$ cat config.mk
export PLATFORM = sky130hd
export DESIGN_NAME = base64_stream_encoder_top
export DESIGN_NICKNAME = d
export VERILOG_FILES = /design/src/rtl/b64e_pkg.sv /design/src/rtl/b64e_front.sv /design/src/rtl/b64e_queue.sv /design/src/rtl/b64e_back.sv /design/src/rtl/base64_stream_encoder_top.sv
export SDC_FILE = /design/constraint.sdc
export NUM_CORES = 1
export LEC_CHECK = 0
export ABC_AREA = 1
export BUFFER_PORTS_ARGS = -buffer_cell sky130_fd_sc_hd__buf_2
export CAP_MARGIN = 25
export CORE_ASPECT_RATIO = 1.25
export CORE_MARGIN = 8
export CORE_UTILIZATION = 60
export CTS_BUF_LIST = sky130_fd_sc_hd__clkbuf_2
export DETAILED_ROUTE_END_ITERATION = 10
export PLACE_DENSITY = 0.87
export RECOVER_POWER = 25
export SLEW_MARGIN = 5
export SYNTH_ARGS = -nofsm -noshare
export SYNTH_HDL_FRONTEND = slang
export SYNTH_HIERARCHICAL = 1
export SYNTH_SLANG_ARGS = --single-unit
$ cat constraint.sdc
create_clock -name clk -period 8.2 [get_ports clk]
set_clock_uncertainty 0.2 [all_clocks]
set_input_delay 0.41 -clock clk [delete_from_list [all_inputs] [get_ports clk]]
set_output_delay 0.41 -clock clk [all_outputs]
set_load 0.03 [all_outputs]
$ cat src/rtl/b64e_pkg.sv
// Shared types, constants and the alphabet lookup for the base-64 stream encoder.
// Used by every module of the block; depends on nothing else.
package b64e_pkg;

	localparam int unsigned QUEUE_DEPTH = 4;
	localparam int unsigned QUEUE_AW    = $clog2(QUEUE_DEPTH);

	localparam logic [7:0] LINE_CHARS_RESET = 8'd76;
	localparam logic [7:0] PAD_CHAR         = 8'h3D;
	localparam logic [7:0] CR_CHAR          = 8'h0D;
	localparam logic [7:0] LF_CHAR          = 8'h0A;

	// One classified request from the front end: a group of cnt bytes (0 means no
	// group, which only happens on an empty end) and the end-of-message flag.
	typedef struct packed {
		logic [7:0] b0;
		logic [7:0] b1;
		logic [7:0] b2;
		logic [1:0] cnt;
		logic       last;
	} cmd_t;

	function automatic logic [7:0] digit(input logic [5:0] v);
		logic [7:0] w;
		w = {2'b00, v};
		if (v < 6'd26) begin
			return 8'h41 + w;
		end else if (v < 6'd52) begin
			return 8'h61 + w - 8'd26;
		end else if (v < 6'd62) begin
			return 8'h30 + w - 8'd52;
		end else if (v == 6'd62) begin
			return 8'h2B;
		end else begin
			return 8'h2F;
		end
	endfunction

endpackage

$ cat src/rtl/b64e_front.sv
// Front end: accepts message bytes, gathers them into groups of three and pushes
// one request per group or message end into the queue. Depends on b64e_pkg.
module b64e_front (
	input  logic             clk,
	input  logic             arst_n,
	input  logic             s_axis_tvalid,
	output logic             s_axis_tready,
	input  logic [7:0]       s_axis_tdata,  // [7:0] data_byte
	input  logic [0:0]       s_axis_tuser,  // [0] byte_valid
	input  logic             s_axis_tlast,
	input  logic             queue_full,
	output logic             push,
	output b64e_pkg::cmd_t   cmd
);

	logic [1:0] held_count_q;
	logic [7:0] held0_q;
	logic [7:0] held1_q;
	logic [1:0] n_count;
	logic [7:0] n_h0;
	logic [7:0] n_h1;
	logic       want_push;
	logic       full_group;
	logic       accept;

	assign s_axis_tready = !queue_full;
	assign accept        = s_axis_tvalid && s_axis_tready;
	assign push          = accept && want_push;
	assign full_group    = s_axis_tuser[0] && (held_count_q == 2'd2);

	always_comb begin
		cmd       = '0;
		want_push = 1'b0;
		n_count   = held_count_q;
		n_h0      = held0_q;
		n_h1      = held1_q;
		if (s_axis_tuser[0]) begin
			if (held_count_q == 2'd2) begin
				cmd.b0    = held0_q;
				cmd.b1    = held1_q;
				cmd.b2    = s_axis_tdata;
				cmd.cnt   = 2'd3;
				want_push = 1'b1;
				n_count   = 2'd0;
			end else if (held_count_q == 2'd1) begin
				n_h1    = s_axis_tdata;
				n_count = 2'd2;
			end else begin
				n_h0    = s_axis_tdata;
				n_count = 2'd1;
			end
		end
		if (s_axis_tlast) begin
			want_push = 1'b1;
			cmd.last  = 1'b1;
			// A partial group is flushed with the missing bytes read as zero.
			if (!full_group) begin
				cmd.cnt = n_count;
				cmd.b0  = n_h0;
				cmd.b1  = (n_count == 2'd2) ? n_h1 : 8'h00;
				cmd.b2  = 8'h00;
			end
			n_count = 2'd0;
		end
	end

	always_ff @(posedge clk or negedge arst_n) begin
		if (!arst_n) begin
			held_count_q <= 2'd0;
		end else if (accept) begin
			held_count_q <= n_count;
		end
	end

	always_ff @(posedge clk) begin
		if (accept) begin
			held0_q <= n_h0;
			held1_q <= n_h1;
		end
	end

endmodule

$ cat src/rtl/b64e_queue.sv
// Short request queue in flip-flops between the front end and the back end.
// Depends on b64e_pkg for the request type and depth.
module b64e_queue (
	input  logic             clk,
	input  logic             arst_n,
	input  logic             push,
	input  b64e_pkg::cmd_t   wr_cmd,
	input  logic             pop,
	output b64e_pkg::cmd_t   head,
	output logic             full,
	output logic             empty
);

	b64e_pkg::cmd_t                   mem_q [b64e_pkg::QUEUE_DEPTH];
	logic [b64e_pkg::QUEUE_AW-1:0]    wr_ptr_q;
	logic [b64e_pkg::QUEUE_AW-1:0]    rd_ptr_q;
	logic [b64e_pkg::QUEUE_AW:0]      count_q;

	assign full  = (count_q == (b64e_pkg::QUEUE_AW+1)'(b64e_pkg::QUEUE_DEPTH));
	assign empty = (count_q == '0);
	assign head  = mem_q[rd_ptr_q];

	always_ff @(posedge clk or negedge arst_n) begin
		if (!arst_n) begin
			wr_ptr_q <= '0;
			rd_ptr_q <= '0;
			count_q  <= '0;
		end else begin
			if (push) begin
				wr_ptr_q <= wr_ptr_q + 1'b1;
			end
			if (pop) begin
				rd_ptr_q <= rd_ptr_q + 1'b1;
			end
			if (push && !pop) begin
				count_q <= count_q + 1'b1;
			end else if (pop && !push) begin
				count_q <= count_q - 1'b1;
			end
		end
	end

	always_ff @(posedge clk) begin
		if (push) begin
			mem_q[wr_ptr_q] <= wr_cmd;
		end
	end

`ifndef SYNTHESIS
	a_count_bound: assert property (@(posedge clk) disable iff (!arst_n)
		count_q <= (b64e_pkg::QUEUE_AW+1)'(b64e_pkg::QUEUE_DEPTH))
		else $error("queue count above depth");
	a_no_pop_empty: assert property (@(posedge clk) disable iff (!arst_n)
		pop |-> (count_q != '0))
		else $error("queue popped while empty");
`endif

endmodule

$ cat src/rtl/b64e_back.sv
// Back end: steps each queued request into the output register, one character
// a cycle unless stalled, CR LF when the line is full. Depends on b64e_pkg.
module b64e_back (
	input  logic             clk,
	input  logic             arst_n,
	input  logic [7:0]       line_chars,
	input  b64e_pkg::cmd_t   head,
	input  logic             empty,
	output logic             pop,
	output logic             m_axis_tvalid,
	input  logic             m_axis_tready,
	output logic [7:0]       m_axis_tdata,  // [7:0] out_char
	output logic [1:0]       m_axis_tuser,  // [0] char_valid, [1] message_end
	output logic             m_axis_tlast
);

	localparam logic [2:0] ST_CR    = 3'd0;
	localparam logic [2:0] ST_LF    = 3'd1;
	localparam logic [2:0] ST_D0    = 3'd2;
	localparam logic [2:0] ST_D1    = 3'd3;
	localparam logic [2:0] ST_D2    = 3'd4;
	localparam logic [2:0] ST_D3    = 3'd5;
	localparam logic [2:0] ST_EMPTY = 3'd6;

	logic       active_q;
	logic [2:0] step_q;
	logic [7:0] col_q;
	logic       out_valid_q;
	logic [7:0] out_char_q;
	logic       out_cv_q;
	logic       out_last_q;
	logic       out_end_q;

	logic       wrap;
	logic [2:0] start_step;
	logic [2:0] cur_step;
	logic       final_step;
	logic       load_ok;
	logic       emit;
	logic [7:0] chr;
	logic [8:0] col_sum;

	assign wrap       = (line_chars != 8'd0) && (col_q >= line_chars);
	assign start_step = (head.cnt == 2'd0) ? ST_EMPTY : (wrap ? ST_CR : ST_D0);
	assign cur_step   = active_q ? step_q : start_step;
	assign final_step = (cur_step == ST_D3) || (cur_step == ST_EMPTY);
	assign load_ok    = !out_valid_q || m_axis_tready;
	assign emit       = load_ok && !empty;
	assign pop        = emit && final_step;
	assign col_sum    = {1'b0, col_q} + 9'd4;

	always_comb begin
		unique case (cur_step)
			ST_CR:   chr = b64e_pkg::CR_CHAR;
			ST_LF:   chr = b64e_pkg::LF_CHAR;
			ST_D0:   chr = b64e_pkg::digit(head.b0[7:2]);
			ST_D1:   chr = b64e_pkg::digit({head.b0[1:0], head.b1[7:4]});
			ST_D2:   chr = (head.cnt > 2'd1) ?
				b64e_pkg::digit({head.b1[3:0], head.b2[7:6]}) : b64e_pkg::PAD_CHAR;
			ST_D3:   chr = (head.cnt > 2'd2) ?
				b64e_pkg::digit(head.b2[5:0]) : b64e_pkg::PAD_CHAR;
			default: chr = 8'h00;
		endcase
	end

	always_ff @(posedge clk or negedge arst_n) begin
		if (!arst_n) begin
			active_q    <= 1'b0;
			step_q      <= ST_CR;
			col_q       <= 8'd0;
			out_valid_q <= 1'b0;
		end else begin
			if (load_ok) begin
				out_valid_q <= emit;
			end
			if (emit) begin
				if (final_step) begin
					active_q <= 1'b0;
				end else begin
					active_q <= 1'b1;
					step_q   <= cur_step + 3'd1;
				end
				// The column restarts after CR and at every message end.
				if (cur_step == ST_CR || cur_step == ST_EMPTY) begin
					col_q <= 8'd0;
				end else if (cur_step == ST_D3) begin
					if (head.last) begin
						col_q <= 8'd0;
					end else begin
						col_q <= col_sum[8] ? 8'hFF : col_sum[7:0];
					end
				end
			end
		end
	end

	always_ff @(posedge clk) begin
		if (emit) begin
			out_char_q <= chr;
			out_cv_q   <= (cur_step != ST_EMPTY);
			out_last_q <= final_step;
			out_end_q  <= final_step && head.last;
		end
	end

	assign m_axis_tvalid = out_valid_q;
	assign m_axis_tdata  = out_char_q;
	assign m_axis_tuser  = {out_end_q, out_cv_q};
	assign m_axis_tlast  = out_last_q;

`ifndef SYNTHESIS
	a_cr_then_lf: assert property (@(posedge clk) disable iff (!arst_n)
		(emit && cur_step == ST_CR) |=> (active_q && step_q == ST_LF))
		else $error("CR not followed by LF");
	a_end_is_last: assert property (@(posedge clk) disable iff (!arst_n)
		(m_axis_tvalid && m_axis_tuser[1]) |-> m_axis_tlast)
		else $error("message end without run last");
`endif

endmodule

$ cat src/rtl/base64_stream_encoder_top.sv
// Base-64 stream encoder: a byte is taken at most once a cycle; the first character
// of a request goes through the queue and then the back-end output register.
// Characters leave one per cycle from the back-end output register while the
// receiver is ready; a full group gives four characters, or six when CR LF goes
// before it; a four-entry queue lets a byte enter while characters drain.
// Reset is asynchronous: queue, byte count and column clear, line_chars is 76.
module base64_stream_encoder_top (
	input  logic       clk,
	input  logic       arst_n,
	input  logic       s_axis_tvalid,
	output logic       s_axis_tready,
	input  logic [7:0] s_axis_tdata,   // [7:0] data_byte
	input  logic [0:0] s_axis_tuser,   // [0] byte_valid
	input  logic       s_axis_tlast,
	output logic       m_axis_tvalid,
	input  logic       m_axis_tready,
	output logic [7:0] m_axis_tdata,   // [7:0] out_char
	output logic [1:0] m_axis_tuser,   // [0] char_valid, [1] message_end
	output logic       m_axis_tlast,
	input  logic       cfg_valid,
	output logic       cfg_ready,
	input  logic [7:0] cfg_data        // [7:0] line_chars
);

	logic           line_chars_q;
	logic [7:0]     line_chars_r_q;
	logic           push;
	logic           pop;
	logic           full;
	logic           empty;
	b64e_pkg::cmd_t wr_cmd;
	b64e_pkg::cmd_t head;

	assign cfg_ready = 1'b1;

	always_ff @(posedge clk or negedge arst_n) begin
		if (!arst_n) begin
			line_chars_r_q <= b64e_pkg::LINE_CHARS_RESET;
			line_chars_q   <= 1'b0;
		end else if (cfg_valid && cfg_ready) begin
			line_chars_r_q <= cfg_data;
			line_chars_q   <= 1'b1;
		end
	end

	b64e_front u_front (
		.clk           (clk),
		.arst_n        (arst_n),
		.s_axis_tvalid (s_axis_tvalid),
		.s_axis_tready (s_axis_tready),
		.s_axis_tdata  (s_axis_tdata),
		.s_axis_tuser  (s_axis_tuser),
		.s_axis_tlast  (s_axis_tlast),
		.queue_full    (full),
		.push          (push),
		.cmd           (wr_cmd)
	);

	b64e_queue u_queue (
		.clk    (clk),
		.arst_n (arst_n),
		.push   (push),
		.wr_cmd (wr_cmd),
		.pop    (pop),
		.head   (head),
		.full   (full),
		.empty  (empty)
	);

	b64e_back u_back (
		.clk           (clk),
		.arst_n        (arst_n),
		.line_chars    (line_chars_q ? line_chars_r_q : b64e_pkg::LINE_CHARS_RESET),
		.head          (head),
		.empty         (empty),
		.pop           (pop),
		.m_axis_tvalid (m_axis_tvalid),
		.m_axis_tready (m_axis_tready),
		.m_axis_tdata  (m_axis_tdata),
		.m_axis_tuser  (m_axis_tuser),
		.m_axis_tlast  (m_axis_tlast)
	);

endmodule

==> impl_metrics.py, run 1 <==
metrics = {
    "yosys": {
        "synth_edf_count": 135,
        "async_reset_ff_share_pct": 18.2,
        "yosysWarnings": 6,
        "syn_inst": 1109,
        "syn_area_um2": 9630,
        "synth_flop_cell": "edfxtp_1",
        "ys_types": 47,
        "synth_area_leader_cell": "edfxtp_1",
        "syn_avg_cell_area_um2": 8.68,
        "ys_ff_latch": 165,
        "ys_top_cells_by_area": "edfxtp_1 42%, nand2_1 14%, inv_1 7.1%, dfrtp_1 7.0%, ha_1 5.6%",
        "ys_seq_area_share_pct": 49.9,
        "yosysTopAreaCellShare_pct": 42.1,
        "synth_nets": 1176,
    },
    "setup_path": {
        "worst-path-buf-inv": 7,
        "required_ns": 8.68,
        "cpPeakStageDelay_ns": 0.90,
        "crit_type": "flip-flop to flip-flop",
        "worst_path_max_delay_cell": "dfrtp_2",
        "startpoint_type": "flip-flop",
        "worstPathArrival_ns": 5.05,
        "worstSetupEndpointType": "flip-flop",
        "cp_max_fo": 64,
        "critical_path.top_delay_family": "buffers and inverters",
        "reg2reg_to": "u_queue/count_q[1]$_DFFE_PN0P_",
        "reg2reg_slack_ns": 3.63,
        "worst_r2r_path_depth": 22,
        "crit_path_cell_trace": "buf_4 > nand2_1 > o211ai_1 > nand2_1 > o21ai_4 > a21oi_1 > nand2_1 > o21ai_0 > inv_1 > ha_1 > inv_1 > nor2_2 > inv_2 > nand2_4 > nand2_2 > inv_1 > inv_1 > ha_1 > inv_1 > fa_1 > nand2_1 > nand2_1",
        "reg2reg_from": "u_queue/rd_ptr_q[0]$_DFFE_PN0P_",
    },
    "timing": {
        "rsz0062_at_grt": "false",
        "setup_viol": 0,
        "fin_crit_sh_pct": 55.7,
        "fmax_mhz": 219,
        "tns_ns": 0,
        "hold_viol_final": 0,
        "drv_slew": 28,
        "period_minus_slack_ns": 4.57,
        "tightest_slew_ns": 1.58,
        "maxSlewHeadroom_pct": -5.61,
        "whs_ns": 0.236,
    },
    "global_routing": {
        "grt_pass1_vias": 7559,
        "overflow": 0,
        "antenna_found_initial": 3,
        "grt_pass1_wl_um": 35600,
        "grt_max_degree": 65,
        "grt_usage_pct": 22.1,
    },
    "cts": {
        "clk_pin_slew_worst_paths_ns": 0.26,
        "cts_htree_levels": 4,
        "insertion_delay_ns": 0.74,
        "clockBufferDepth": 2,
        "cts_setup_buffers": 0,
        "cts_resized": 0,
        "cts_tree": "done",
        "cts_sinks": 165,
        "hold_buffers": 42,
        "root_buffer": "clkbuf_2",
        "cts-buffers-inserted": 17,
    },
    "floorplan": {
        "rows": 52,
        "core_um2": 15900,
        "ioPinCount": 37,
        "start_util_pct": 60.4,
        "die_h_um": 158,
        "die-area_um2": 20400,
        "die_w_um": 129,
    },
    "placed_design": {
        "placed_area_um2": 9940,
        "port-buffer-count": 35,
        "place_congestion": 0.939,
        "dpl.hpwl_um": 14900,
    },
    "min_path": {
        "hp-class": "input port to flip-flop",
        "min_to": "u_back/m_axis_tvalid$_DFFE_PN0N_",
        "whs_path_depth": 5,
        "worstHoldStart": "m_axis_tready",
    },
    "finish": {
        "area_delta_synth_final_pct": 9.89,
        "final_common_cell": "nand2_1",
        "fin_nets": 1249,
        "drive_above_1_share_pct": 8.62,
        "final_cell_mix": "357 x nand2_1, 181 x inv_1, 135 x edfxtp_1",
        "fillers": 1241,
        "design_area_um2": 10600,
    },
    "detailed_routing": {
        "first_pass_iters": 7,
        "vias": 7558,
        "drt_iter0_drc": 607,
        "drtAntennaViolNets": 0,
        "drt-wirelength-per-cell_um": 15.1,
        "postRouteWirelength_um": 21300,
        "via_per_inst": 5.35,
        "drc": 0,
    },
    "power": {
        "combPwrFrac_pct": 55.8,
        "clkPwrFrac_pct": 12.1,
        "internal_power_w": 0.00194,
        "seqPwrFrac_pct": 32.2,
        "p_sw_share_pct": 48.8,
        "powerDensity_nw_per_um2": 359,
        "ir_drop_mv": 0.194,
        "power_switching_w": 0.00185,
        "p_leak_nw": 4.90,
    },
    "run": {
        "cap_violations": 1,
    },
    "status": {
        "violations": "max-capacitance violations, max-slew violations",
        "status": "complete, but fails checks",
    },
}
==> cells in the mapped netlist, types with 2 or more instances <==
cell type  count
nor3_1         6
nand3b_1       2
xor2_1        11
nand2_2        4
xnor2_1        5
dfstp_2        3
or2_2          2
edfxtp_1     135
o211ai_1      59
o21a_1         4
buf_6         15
ha_1          43
and2_1         8
nand2_1      356
nand2_4        4
inv_1        181
inv_2          3
buf_4          8
o21ai_0       35
nor2_4         2
nand3_1       58
nor2_2         7
dfrtp_1       27
o21ai_2        2
a21oi_1       27
buf_2          5
o21ai_1        2
nand4_1       15
nor4_1         3
inv_4          2
nor2_1        58
clkbuf_1       2
==> worst min-delay path: cells and delay by family <==
family / cells / cell delay (ns)
AND/OR/NAND/NOR: 2 / 0.09
buffers and inverters: 3 / 0.67
==> cell type report <==
cell class                 count  area, µm²  share of cell area, %
antenna                        3       7.51                 0.0710
clock buffer                  17       85.1                  0.804
clock inverter                15        166                   1.57
inverter                     186        703                   6.65
multi-input combinational    727       3820                   36.1
sequential                   165       4810                   45.5
tap                          216        270                   2.55
timing repair buffer          85        718                   6.79
==> registers in the layout (all words and copies together), names as in the netlist, 2 cells and up <==
register and count:
u_queue/count_q 3, u_front/held1_q 8, u_queue/wr_ptr_q 2, u_front/held_count_q 2, u_back/step_q 3, u_queue/mem_q 108, line_chars_r_q 8, u_front/held0_q 8
u_back/m_axis_tdata 8, u_back/col_q 7, u_queue/rd_ptr_q 2
==> worst max path at each step <==
stage / startpoint / end / slack, ns / cells after the start
after floorplan: line_chars_r_q[3]$_DFFE_PN1P_ / u_queue/count_q[1]$_DFFE_PN0P_ / 4.93 / 24
after global placement: u_queue/rd_ptr_q[0]$_DFFE_PN0P_ / u_queue/count_q[1]$_DFFE_PN0P_ / 3.90 / 22
after detailed placement: u_queue/rd_ptr_q[0]$_DFFE_PN0P_ / u_queue/count_q[1]$_DFFE_PN0P_ / 3.67 / 22
after CTS: u_queue/rd_ptr_q[0]$_DFFE_PN0P_ / u_queue/count_q[1]$_DFFE_PN0P_ / 3.66 / 22
after global routing: u_queue/rd_ptr_q[0]$_DFFE_PN0P_ / u_queue/count_q[2]$_DFFE_PN0P_ / 3.20 / 25
final: u_queue/rd_ptr_q[0]$_DFFE_PN0P_ / u_queue/count_q[1]$_DFFE_PN0P_ / 3.63 / 22
==> kinds of logic after synthesis <==
family,share of synthesized area (%)
flops,49.9
other cells,0.0390
buf+inv,10.2
xor+xnor,1.46
compound gates,9.15
simple gates,23.4
fa+ha+maj,5.80
==> per-stage QoR <==
step / worst slack (ns) / instances / utilization [%] / total power [W]
floorplan: 4.93 / 1109 / - / 0.00288
global placement: 3.90 / 1333 / 61.6 / 0.00323
detailed placement: 3.67 / 1337 / 62.3 / 0.00330
CTS: 3.66 / 1411 / 66.6 / 0.00378
global route: 3.20 / 1414 / 66.4 / 0.00413
finish: 3.63 / 1414 / 66.4 / 0.00379
==> power groups by stage <==
stage / clock (W) / combinational [W] / sequential [W]
floorplan: 0 / 0.00163 / 0.00125
global placement: 0 / 0.00200 / 0.00123
detailed placement: 0 / 0.00206 / 0.00124
CTS: 0.000466 / 0.00210 / 0.00122
global route: 0.000498 / 0.00239 / 0.00124
finish: 0.000458 / 0.00212 / 0.00122
==> layer usage <==
metal | up-vias | part of all wire [%] | global-route usage (%)
li1 | 3762 | - | -
met1 | 3499 | 41 | 25.3
met2 | 245 | 52 | 39.2
met3 | 52 | 4.6 | 3.81
met4 | 0 | 2.9 | 10.6
met5 | - | 0 | 0
(Power assumes the default switching activity.)
==> run 2, diff against run 1 <==
- ABC_AREA: 1 -> 0
- clock period: 8.2 -> 4.51 ns (I/O delays scaled with it)
==> run 2 against run 1 <==
The flow still finishes with violations (max-capacitance violations, max-slew violations). Critical path type unchanged. Area after synthesis shrank 6.8%. First-iteration DRC count shrank 9.4%. Core utilization shrank 0.16 points. Fmax grew 9.2%.
==> impl_metrics.py, run 2 <==
metrics = {
    "detailed_routing": {
        "first_pass_iters": 8,
        "drtAntennaViolNets": 0,
        "vias": 6305,
        "via_per_inst": 6.36,
        "drt_iter0_drc": 550,
        "drc": 0,
        "postRouteWirelength_um": 19700,
        "drt-wirelength-per-cell_um": 19.9,
    },
    "cts": {
        "cts_tree": "done",
        "clk_pin_slew_worst_paths_ns": 0.27,
        "cts-buffers-inserted": 17,
        "root_buffer": "clkbuf_2",
        "cts_setup_buffers": 0,
        "cts_sinks": 165,
        "insertion_delay_ns": 0.74,
        "cts_htree_levels": 4,
        "clockBufferDepth": 2,
    },
    "yosys": {
        "yosysTopAreaCellShare_pct": 45.2,
        "synth_nets": 794,
        "synth_flop_cell": "edfxtp_1",
        "syn_inst": 727,
        "yosys-top-cells-count": "135 x edfxtp_1, 84 x nand2_1, 43 x ha_1",
        "synth_area_leader_cell": "edfxtp_1",
        "async_reset_ff_share_pct": 18.2,
        "ys_top_cells_by_area": "edfxtp_1 45%, dfrtp_1 7.5%, mux4_2 6.5%, ha_1 6.0%, nand2_1 3.5%",
        "ys_seq_area_share_pct": 53.6,
        "syn_area_um2": 8970,
        "ys_types": 80,
        "synth_edf_count": 135,
        "yosysWarnings": 6,
        "syn_avg_cell_area_um2": 12.3,
        "ys_ff_latch": 165,
        "synth_most_common_cell": "edfxtp_1",
    },
    "finish": {
        "drive_above_1_share_pct": 15.1,
        "area_delta_synth_final_pct": 9.43,
        "multi_input_area_um2": 3750,
        "final_cell_mix": "135 x edfxtp_1, 84 x nand2_1, 43 x ha_1",
        "final_common_cell": "edfxtp_1",
        "fin_nets": 863,
        "seq_area_um2": 4810,
        "largest-register": "u_queue/mem_q",
        "largest_reg_flops": 108,
        "fillers": 1040,
    },
    "timing": {
        "fin_ws_ns": 0.323,
        "tns_ns": 0,
        "drv_slew": 28,
        "tightest_slew_ns": 1.54,
        "whs_ns": 0.210,
        "period_minus_slack_ns": 4.19,
        "fin_crit_sh_pct": 92.8,
        "maxSlewHeadroom_pct": -2.94,
        "hold_viol_final": 0,
        "rsz0062_at_grt": "false",
        "setup_viol": 0,
        "fmax_mhz": 239,
    },
    "global_routing": {
        "grt_use_met1_pct": 23.9,
        "grt_pass1_wl_um": 32000,
        "global_route.usage.met2_pct": 36.3,
        "grt_pass1_vias": 6304,
        "busiest_layer": "met2",
        "use_met3_pct": 3.40,
        "grt_max_degree": 28,
        "grt_usage_pct": 20.9,
        "antenna_found_initial": 1,
        "overflow": 0,
    },
    "setup_path": {
        "worstPathArrival_ns": 4.61,
        "reg2reg_from": "line_chars_q$_DFFE_PN0P_",
        "worstSetupEndpointType": "flip-flop",
        "reg2reg_slack_ns": 0.32,
        "cp_max_fo": 9,
        "crit_type": "flip-flop to flip-flop",
        "cp-startpoint": "line_chars_q$_DFFE_PN0P_",
        "startpoint_type": "flip-flop",
        "required_ns": 4.93,
    },
    "power": {
        "p_sw_share_pct": 43.8,
        "clkPwrFrac_pct": 13.0,
        "power_switching_w": 0.00267,
        "seqPwrFrac_pct": 35.3,
        "internal_power_w": 0.00342,
        "powerDensity_nw_per_um2": 620,
        "combPwrFrac_pct": 51.7,
        "ir_drop_mv": 0.292,
        "p_leak_nw": 3.76,
    },
    "status": {
        "violations": "max-capacitance violations, max-slew violations",
        "status": "complete, but fails checks",
    },
    "floorplan": {
        "core_um2": 14800,
        "die-area_um2": 19100,
        "start_util_pct": 60.5,
        "die_w_um": 125,
        "die_h_um": 153,
        "rows": 50,
        "ioPinCount": 37,
    },
    "min_path": {
        "worstHoldStart": "cfg_valid",
        "hp-class": "input port to flip-flop",
    },
    "placed_design": {
        "place_ws_ns": 0.398,
        "place_congestion": 1.04,
        "port-buffer-count": 35,
        "dpl.hpwl_um": 13600,
    },
    "run": {
        "cap_violations": 1,
    },
}
[run 2: cell types whose count changed after synthesis, moves of 10 or more]
cell / delta
nand2_1: -272
inv_1: -141
o211ai_1: -44
nor2_1: -38
mux4_2: +26
nand3_1: -25
a21oi_1: +14
and3_1: +14
o21ai_0: -14
a22o_1: +11
nand2b_1: +11
nand4_1: -11
buf_6: -10
[run 2: cell type report]
| class | instances | share of cell area, % |
|---|---|---|
| Clock buffer | 17 | 0.867 |
| Antenna cell | 1 | 0.0255 |
| Multi-Input combinational cell | 484 | 38.2 |
| Tap cell | 182 | 2.32 |
| Clock inverter | 15 | 1.68 |
| Inverter | 45 | 1.72 |
| Sequential cell | 165 | 49.0 |
| Timing Repair Buffer | 83 | 6.22 |
[run 2: through the flow]
stage / util [%] / area (µm²) / std cells / total power [W]
after floorplan: - / 8970 / 727 / 0.00456
after global routing: 66.2 / 9820 / 992 / 0.00647
final: 66.2 / 9820 / 992 / 0.00609
after CTS: 66.5 / 9860 / 990 / 0.00604
after detailed placement: 62.1 / 9200 / 918 / 0.00521
after global placement: 62.1 / 9200 / 918 / 0.00505
[run 2: layer usage]
layer / wire length [µm] / share of wire [%]
met1: 7710 / 39
met2: 10200 / 52
met3: 972 / 4.9
met4: 864 / 4.4
met5: 0 / 0
[run 2: path summary, 6_finish.rpt]
| check | cells after the start | to |
|---|---|---|
| setup / recovery | 18 | u_queue/count_q[2]$_DFFE_PN0P_ |
| hold / removal | 3 | line_chars_q$_DFFE_PN0P_ |
| setup reg to reg | 18 | u_queue/count_q[2]$_DFFE_PN0P_ |
| hold reg to reg | 2 | u_back/m_axis_tvalid$_DFFE_PN0N_ |
| max in group asynchronous | 4 | line_chars_q$_DFFE_PN0P_ |
| min in group asynchronous | 3 | line_chars_r_q[6]$_DFFE_PN1P_ |
[run 2: cell families (layout without fill, tap and decap cells)]
kind of cell               count (synthesis)  after routing  synth area share [%]
AOI/OAI and AO/OA                        150            150                  11.5
muxes                                     46             46                  9.53
xor gates and xnor gates                  18             18                  1.76
buffers and inverters                     78            160                  4.38
DFF                                      165            165                  53.6
and+or+nand+nor                          225            225                  13.0
adders and majority gates                 44             44                  6.22
other                                      1              2                0.0418
[run 2: power groups by stage]
stage,combinational [W],sequential [W],clock (W)
floorplan,0.00233,0.00223,0
detailed placement,0.00303,0.00218,0
CTS,0.00310,0.00214,0.000798
global placement,0.00289,0.00216,0
finish,0.00315,0.00215,0.000790
global route,0.00341,0.00218,0.000875
[run 2: critical path, stage by stage (launching register included)]
cell and delay (ns):
dfrtp_2 0.52, and2_1 0.18, ha_1 0.30, nand2b_1 0.14
a21o_1 0.18, a21oi_1 0.15, o21ai_0 0.10, a31oi_1 0.25
o21ai_0 0.18, ha_1 0.30, o21ai_2 0.24, nor2_1 0.14
inv_1 0.10, ha_1 0.18, inv_1 0.06, fa_1 0.38
xor2_1 0.17, nor2_1 0.14, xor2_1 0.18
[run 2: timing repair]
action                     4_1_cts  5_1_grt
gates resized for setup          0        2
setup endpoints to repair        0        1
hold endpoints to repair       189        1
hold buffers                    40        1
